===== config.mk =====
export PLATFORM = sky130hd
export DESIGN_NAME = sixbit_filespec_parser_core
export DESIGN_NICKNAME = d
export VERILOG_FILES = /design/src/design/sbfp_pkg.sv /design/src/design/sbfp_in_stage.sv /design/src/design/sbfp_parse.sv /design/src/design/sbfp_out_stage.sv /design/src/design/sixbit_filespec_parser_core.sv
export SDC_FILE = /design/constraint.sdc
export NUM_CORES = 1
export LEC_CHECK = 0
export ABC_CLOCK_PERIOD_IN_PS = 5400
export BUFFER_PORTS_ARGS = -buffer_cell sky130_fd_sc_hd__buf_4
export CORE_MARGIN = 4
export CORE_UTILIZATION = 40
export CTS_CLUSTER_DIAMETER = 150
export DETAILED_ROUTE_END_ITERATION = 16
export GPL_TIMING_DRIVEN = 0
export PLACE_DENSITY = 0.69
export SKIP_CTS_REPAIR_TIMING = 1
export SYNTH_ARGS = -nofsm -noshare
export SYNTH_HDL_FRONTEND = slang
export SYNTH_HIERARCHICAL = 1
export SYNTH_SLANG_ARGS = --single-unit

===== constraint.sdc =====
create_clock -name clk -period 5.4 [get_ports clk]
set_input_delay 0 -clock clk [delete_from_list [all_inputs] [get_ports clk]]
set_output_delay 0 -clock clk [all_outputs]
set_load 0.01 [all_outputs]

===== src/design/sbfp_pkg.sv =====
// Package for the SIXBIT file-spec parser: phase codes, character codes,
// result record and the small SIXBIT helper functions. No dependencies.
package sbfp_pkg;

  localparam int CharW   = 7;
  localparam int WordW   = 36;
  localparam int HalfW   = 18;
  localparam int SixW    = 6;
  localparam int MaxChrs = 6;

  // Delimiter characters
  localparam logic [CharW-1:0] CH_NUL    = 7'h00;
  localparam logic [CharW-1:0] CH_DOT    = 7'h2E;
  localparam logic [CharW-1:0] CH_LBRACK = 7'h5B;
  localparam logic [CharW-1:0] CH_COMMA  = 7'h2C;
  localparam logic [CharW-1:0] CH_RBRACK = 7'h5D;

  typedef enum logic [2:0] {
    PH_NAME = 3'd0,
    PH_EXT  = 3'd1,
    PH_PROJ = 3'd2,
    PH_PROG = 3'd3,
    PH_OK   = 3'd4,
    PH_FAIL = 3'd5
  } phase_t;

  typedef struct packed {
    logic             ok;
    logic [WordW-1:0] name_word;
    logic [HalfW-1:0] ext_half;
    logic [WordW-1:0] ppn_word;
  } result_t;

  // Case fold to SIXBIT: bit 6 set forces bit 5 high, otherwise bit 5 drops.
  function automatic logic [SixW-1:0] fold6(input logic [CharW-1:0] c);
    return {c[6], c[4:0]};
  endfunction

  function automatic logic is_delim(input logic [CharW-1:0] c);
    return (c == CH_NUL) || (c == CH_DOT) || (c == CH_LBRACK) ||
           (c == CH_COMMA) || (c == CH_RBRACK);
  endfunction

  // Right-justify three SIXBIT characters within an 18-bit half.
  function automatic logic [HalfW-1:0] rjust3(input logic [HalfW-1:0] v);
    logic [HalfW-1:0] r;
    if (v[5:0] != '0) begin
      r = v;
    end else if (v[11:6] != '0) begin
      r = {6'b0, v[17:6]};
    end else begin
      r = {12'b0, v[17:12]};
    end
    return r;
  endfunction

endpackage


===== src/design/sbfp_in_stage.sv =====
// Input register for the SIXBIT parser: holds one character request.
// Depends on sbfp_pkg.
module sbfp_in_stage (
  input  logic                      clk,
  input  logic                      rst,
  input  logic                      in_valid,
  output logic                      in_ready,
  input  logic [sbfp_pkg::CharW-1:0] in_char,
  input  logic                      take,
  output logic                      held_valid,
  output logic [sbfp_pkg::CharW-1:0] held_char
);

  assign in_ready = !held_valid || take;

  always_ff @(posedge clk) begin
    if (rst) begin
      held_valid <= 1'b0;
    end else if (in_ready) begin
      held_valid <= in_valid;
    end
  end

  always_ff @(posedge clk) begin
    if (in_ready && in_valid) begin
      held_char <= in_char;
    end
  end

endmodule


===== src/design/sbfp_parse.sv =====
// Parser state and one-character step: packs fields into SIXBIT words and
// tracks the delimiter phase. Depends on sbfp_pkg.
module sbfp_parse (
  input  logic                       clk,
  input  logic                       rst,
  input  logic                       step,
  input  logic [sbfp_pkg::CharW-1:0] chr,
  output logic                       emit,
  output sbfp_pkg::result_t          res
);

  sbfp_pkg::phase_t             phase, phase_next;
  logic [2:0]                   char_count, char_count_next;
  logic [sbfp_pkg::WordW-1:0]   field_acc, field_acc_next;
  logic [sbfp_pkg::WordW-1:0]   name_reg, name_reg_next;
  logic [sbfp_pkg::HalfW-1:0]   ext_reg, ext_reg_next;
  logic [sbfp_pkg::WordW-1:0]   ppn_reg, ppn_reg_next;

  logic                         good;
  logic                         done;
  logic [sbfp_pkg::HalfW-1:0]   rj;
  logic [sbfp_pkg::WordW-1:0]   slot;

  assign done = (phase != sbfp_pkg::PH_NAME) && (phase != sbfp_pkg::PH_EXT) &&
                (phase != sbfp_pkg::PH_PROJ) && (phase != sbfp_pkg::PH_PROG);
  assign rj   = sbfp_pkg::rjust3(field_acc[sbfp_pkg::WordW-1:sbfp_pkg::HalfW]);

  // Place the folded character at its slot, first character at the top.
  always_comb begin
    slot = '0;
    case (char_count)
      3'd0:    slot[35:30] = sbfp_pkg::fold6(chr);
      3'd1:    slot[29:24] = sbfp_pkg::fold6(chr);
      3'd2:    slot[23:18] = sbfp_pkg::fold6(chr);
      3'd3:    slot[17:12] = sbfp_pkg::fold6(chr);
      3'd4:    slot[11:6]  = sbfp_pkg::fold6(chr);
      3'd5:    slot[5:0]   = sbfp_pkg::fold6(chr);
      default: slot = '0;
    endcase
  end

  always_comb begin
    phase_next      = phase;
    char_count_next = char_count;
    field_acc_next  = field_acc;
    name_reg_next   = name_reg;
    ext_reg_next    = ext_reg;
    ppn_reg_next    = ppn_reg;
    emit            = 1'b0;
    good            = 1'b0;

    if (done) begin
      // Skipping to the terminating zero byte
      if (chr == sbfp_pkg::CH_NUL) begin
        emit = 1'b1;
        good = (phase == sbfp_pkg::PH_OK);
      end
    end else if (!sbfp_pkg::is_delim(chr)) begin
      if (char_count < 3'(sbfp_pkg::MaxChrs)) begin
        field_acc_next  = field_acc | slot;
        char_count_next = char_count + 3'd1;
      end
    end else begin
      field_acc_next  = '0;
      char_count_next = '0;
      unique case (phase)
        sbfp_pkg::PH_NAME: begin
          name_reg_next = field_acc;
          if (chr == sbfp_pkg::CH_NUL) begin
            emit = 1'b1;
            good = 1'b1;
          end else if (chr == sbfp_pkg::CH_DOT) begin
            phase_next = sbfp_pkg::PH_EXT;
          end else if (chr == sbfp_pkg::CH_LBRACK) begin
            phase_next = sbfp_pkg::PH_PROJ;
          end else begin
            phase_next = sbfp_pkg::PH_FAIL;
          end
        end
        sbfp_pkg::PH_EXT: begin
          ext_reg_next = field_acc[sbfp_pkg::WordW-1:sbfp_pkg::HalfW];
          if (chr == sbfp_pkg::CH_NUL) begin
            emit = 1'b1;
            good = 1'b1;
          end else if (chr == sbfp_pkg::CH_LBRACK) begin
            phase_next = sbfp_pkg::PH_PROJ;
          end else begin
            phase_next = sbfp_pkg::PH_FAIL;
          end
        end
        sbfp_pkg::PH_PROJ: begin
          ppn_reg_next = {rj, {sbfp_pkg::HalfW{1'b0}}};
          if (chr == sbfp_pkg::CH_COMMA) begin
            phase_next = sbfp_pkg::PH_PROG;
          end else if (chr == sbfp_pkg::CH_NUL) begin
            emit = 1'b1;
          end else begin
            phase_next = sbfp_pkg::PH_FAIL;
          end
        end
        default: begin
          // Programmer: any delimiter closes the spec successfully
          ppn_reg_next = {ppn_reg[sbfp_pkg::WordW-1:sbfp_pkg::HalfW],
                          ppn_reg[sbfp_pkg::HalfW-1:0] | rj};
          if (chr == sbfp_pkg::CH_NUL) begin
            emit = 1'b1;
            good = 1'b1;
          end else begin
            phase_next = sbfp_pkg::PH_OK;
          end
        end
      endcase
    end

    res.ok        = good;
    res.name_word = good ? name_reg_next : '0;
    res.ext_half  = good ? ext_reg_next  : '0;
    res.ppn_word  = good ? ppn_reg_next  : '0;

    // A result restarts the parser for the next name
    if (emit) begin
      phase_next      = sbfp_pkg::PH_NAME;
      char_count_next = '0;
      field_acc_next  = '0;
      name_reg_next   = '0;
      ext_reg_next    = '0;
      ppn_reg_next    = '0;
    end
  end

  always_ff @(posedge clk) begin
    if (rst) begin
      phase      <= sbfp_pkg::PH_NAME;
      char_count <= '0;
      field_acc  <= '0;
      name_reg   <= '0;
      ext_reg    <= '0;
      ppn_reg    <= '0;
    end else if (step) begin
      phase      <= phase_next;
      char_count <= char_count_next;
      field_acc  <= field_acc_next;
      name_reg   <= name_reg_next;
      ext_reg    <= ext_reg_next;
      ppn_reg    <= ppn_reg_next;
    end
  end

endmodule


===== src/design/sbfp_out_stage.sv =====
// Result register for the SIXBIT parser: holds one result until taken.
// Depends on sbfp_pkg.
module sbfp_out_stage (
  input  logic              clk,
  input  logic              rst,
  input  logic              load,
  input  sbfp_pkg::result_t load_res,
  output logic              free,
  output logic              out_valid,
  input  logic              out_ready,
  output sbfp_pkg::result_t out_res
);

  assign free = !out_valid || out_ready;

  always_ff @(posedge clk) begin
    if (rst) begin
      out_valid <= 1'b0;
    end else if (load) begin
      out_valid <= 1'b1;
    end else if (out_ready) begin
      out_valid <= 1'b0;
    end
  end

  always_ff @(posedge clk) begin
    if (load) begin
      out_res <= load_res;
    end
  end

endmodule


===== src/design/sixbit_filespec_parser_core.sv =====
// Top level of the SIXBIT file-spec parser: input register, parse step and
// result register. Depends on sbfp_pkg, sbfp_in_stage, sbfp_parse, sbfp_out_stage.
//
//   channel | dir | carries                      | request taken when
//   --------+-----+------------------------------+-----------------------
//   s_*     | in  | one character of a file spec | s_tvalid && s_tready
//   m_*     | out | parse result at the zero byte| m_tvalid && m_tready
//
// Flow: one character per clock while the result register is free; a character
//   waits in the input register and is parsed as it leaves, so a result is
//   loaded into the result register as its zero byte leaves the input register.
// Reset: rst (synchronous) returns the parser to the name phase and empties
//   both registers.
// Stalls: a character leaves the input register only while the result
//   register is empty or being drained, so with a result waiting and m_tready
//   low, s_tready drops as soon as the input register holds a character.
module sixbit_filespec_parser_core (
  input  logic        clk,
  input  logic        rst,
  input  logic        s_tvalid,
  output logic        s_tready,
  input  logic [7:0]  s_tdata,   // [6:0] char_in, [7] pad
  output logic        m_tvalid,
  input  logic        m_tready,
  output logic [95:0] m_tdata    // [0] ok, [36:1] name_word, [54:37] ext_half,
                                 // [90:55] ppn_word, [95:91] zero
);

  logic                       held_valid;
  logic [sbfp_pkg::CharW-1:0] held_char;
  logic                       step;
  logic                       emit;
  logic                       free;
  sbfp_pkg::result_t          step_res;
  sbfp_pkg::result_t          out_res;

  // Parse a held character whenever the result slot can absorb an output
  assign step = held_valid && free;

  sbfp_in_stage u_in (
    .clk        (clk),
    .rst        (rst),
    .in_valid   (s_tvalid),
    .in_ready   (s_tready),
    .in_char    (s_tdata[sbfp_pkg::CharW-1:0]),
    .take       (step),
    .held_valid (held_valid),
    .held_char  (held_char)
  );

  sbfp_parse u_parse (
    .clk  (clk),
    .rst  (rst),
    .step (step),
    .chr  (held_char),
    .emit (emit),
    .res  (step_res)
  );

  sbfp_out_stage u_out (
    .clk       (clk),
    .rst       (rst),
    .load      (step && emit),
    .load_res  (step_res),
    .free      (free),
    .out_valid (m_tvalid),
    .out_ready (m_tready),
    .out_res   (out_res)
  );

  // Pack result fields, first field in the low bits
  assign m_tdata = {5'b0, out_res.ppn_word, out_res.ext_half,
                    out_res.name_word, out_res.ok};

endmodule

==> metrics.txt <==
cell area after placement 0.0104 mm2; P_leak 4.26 nW; combinational share of power 4.4%; first-pass iteration count of the detailed router 5; Arr. time, crit path 3.00 ns; Slowest cell on crit path and3_4; slew of the pin with the lowest slew margin 0.905 ns; endpoints failing setup 0; switch share 21.1%; CTS Buf Count 25; RSZ-0062 raised after global routing no; max incr delay on CP 0.55 ns; reg2reg end u_out/out_res[0]$_DFFE_PP_; HP Class input pin to flop; final cell count without fillers 1279; Fill cells 2002; WL/cell 18.0 um; r2r startpoint u_in/held_char[1]$_DFFE_PP_; Reg power frac 49.8%; register area 0.00563 mm2; Final Cycle Share 52.4%; ant diodes 0; Hold Crit Start s_tdata[0]; outcome completed; largest net degree at the start of global routing 62; DIE HEIGHT 160 um; Max VDD drop 207 uV; critical path class flop to flop; most frequent cell after synthesis dfxtp_1; worst skew pair latency 0.51 ns; NetSw 0.776 mW; Largest Register u_out/out_res; DP Wirelength 15500 um; maxcap violations 0; top cells by area, synth edfxtp_1 32%, dfxtp_1 29%, a22o_1 6.8%; Setup Skew 0.00910 ns; number of flip-flops in the largest register 91; WHS Endpoint u_in/held_char[0]$_DFFE_PP_; PwrDens 325 mW/mm2; #FFs+latches synth 232; worst r2r path cells 6; Initial Utilization 40.8%; Nets 992; fraction of layout cells with a size suffix above 1 20.9%; dominant synthesized flop cell dfxtp_1; Max FO, Critical Path 61; vias in the first global route 6634; Post-synth top cells 134 x dfxtp_1, 98 x edfxtp_1, 96 x nor2_1, 94 x nand2_1, 73 x a21oi_1; Finished Cell Area 0.0113 mm2; Final Power 3.68 mW; GRT Total Usage 17.2%; Root Driver clkbuf_16; mapped cell area 0.00923 mm2; Seq/Total Area, Yosys 60.9%; critical path startpoint category flop; critical path capture point type flop; Multi-input gate area 0.00319 mm2; GRT overflow 0; cell count after synthesis 829; crit path cell chain buf_2, nor4_2, nand2_1, inv_1, and3_4, buf_16; post-route minimum period 2.83 ns; CTS H-Tree Depth 1; Synth cell types 65; growth of design area from synthesis to finish 22.8%; Post-Syn Area per Cell 11.1 um2; Rows 55; # DRC 0; Worst-path clk slew 0.06 ns; Final Wtd Congestion 0.866; initial DRC count 636; Setup Total Neg Slack 0 ns; synth warn 6; die area 0.0256 mm2; first-pass GRT wire length 36400 um; Yosys top cell by area edfxtp_1; ANT nets after route 0; worst reg-to-reg setup slack 2.57 ns; initial antenna violation count 0; # IOs 110; Power Internal 2.91 mW; chip width 160 um; CTS tree built; core area 0.0226 mm2; Clock Sinks 232; PortBufs 103; Synth top area share 31.9%; f_max 353 MHz; Vias/cell 5.45; hold path depth 2; power share of the clock group 45.8%; Max-slew headroom 39.0%; clk buf depth 3; ys async rst share 0%; vias post-DR 6971; critical path required time 5.57 ns; number of synthesized flops with an enable pin 98; dpl cells 1222; Pins Over Slew Limit 0; Hold Fails Final Rpt 0; WL final 23000 um
==> routing by layer <==
metal  global-route usage [%]  up-vias  share of wire, %
met5                        0        -                 0
li1                         -     3331                 -
met4                     4.77        0               2.1
met3                     2.97       41               6.8
met1                     24.2     3332                45
met2                     27.5      267                46
==> stage by stage <==
stage,utilization [%],worst slack [ns],hold slack (ns)
6_report,50.1,2.57,0.208
5_1_grt,50.1,2.31,0.188
4_1_cts,49.6,2.56,-0.357
3_5_place_dp,46.0,2.59,0.179
3_3_place_gp,45.8,0.249,0.179
2_1_floorplan,-,1.51,0.0624
==> cell type report <==
cell class | instances | share of cell area [%]
Inverter | 9 | 0.298
Clock inverter | 5 | 0.684
Buffer | 76 | 3.56
Tap cell | 285 | 3.14
Timing Repair Buffer | 115 | 8.03
Sequential cell | 232 | 49.6
Clock buffer | 41 | 6.53
Multi-Input combinational cell | 516 | 28.1
==> cells by family after synthesis <==
kind of cell / synth area share [%]
other cells: 0.0406
mux: 1.95
flops: 60.9
buf+inv: 4.74
simple gates: 12.2
fa+ha+maj: 0.678
compound gates: 19.3
xor+xnor: 0.190
==> worst max-delay path, delay by kind of cell, from the launching register on <==
kind          cells  cell delay, ns
simple gates      3            1.17
flops             1            0.43
buf+inv           3            0.81
==> power by group through the flow <==
stage / Combinational, mW / Clock [mW] / Sequential [mW]
after floorplan: 0.105 / 0 / 1.87
after global placement: 0.150 / 0 / 1.87
after detailed placement: 0.152 / 0 / 1.87
after CTS: 0.153 / 1.72 / 1.83
after global routing: 0.175 / 1.79 / 1.83
final: 0.163 / 1.69 / 1.83
==> cell usage in the layout (no fill, tap or decap), drive strengths merged, types with 3 or more instances in the layout <==
cell type and n:
a211oi 7, a21o 3, a21oi 78, a221o 4
a22o 72, a22oi 6, a31oi 12, a41oi 13
and2 5, and3 4, buf 158, clkbuf 63
conb 5, dfxtp 134, dlygate4sd3 11, edfxtp 98
ha 5, inv 10, mux2i 18, nand2 95
nand2b 4, nand3 9, nand4 3, nor2 98
nor2b 3, nor3 7, nor4 4, o21a 8
o21ai 5, o2bb2ai 20, or2 5, or3 3
==> worst max-delay path by stage <==
stage                                           start                     endpoint  slack [ns]  depth (start not counted)
after CTS                 u_in/held_char[1]$_DFFE_PP_   u_out/out_res[0]$_DFFE_PP_        2.56                          6
after detailed placement  u_in/held_char[1]$_DFFE_PP_  u_out/out_res[40]$_DFFE_PP_        2.59                          6
after global placement    u_in/held_char[1]$_DFFE_PP_  u_out/out_res[41]$_DFFE_PP_        0.25                          5
after floorplan           u_in/held_char[1]$_DFFE_PP_   u_out/out_res[0]$_DFFE_PP_        1.51                          5
after global routing      u_in/held_char[1]$_DFFE_PP_   u_out/out_res[0]$_DFFE_PP_        2.31                          6
final                     u_in/held_char[1]$_DFFE_PP_   u_out/out_res[0]$_DFFE_PP_        2.57                          6
(Power assumes the default switching activity.)
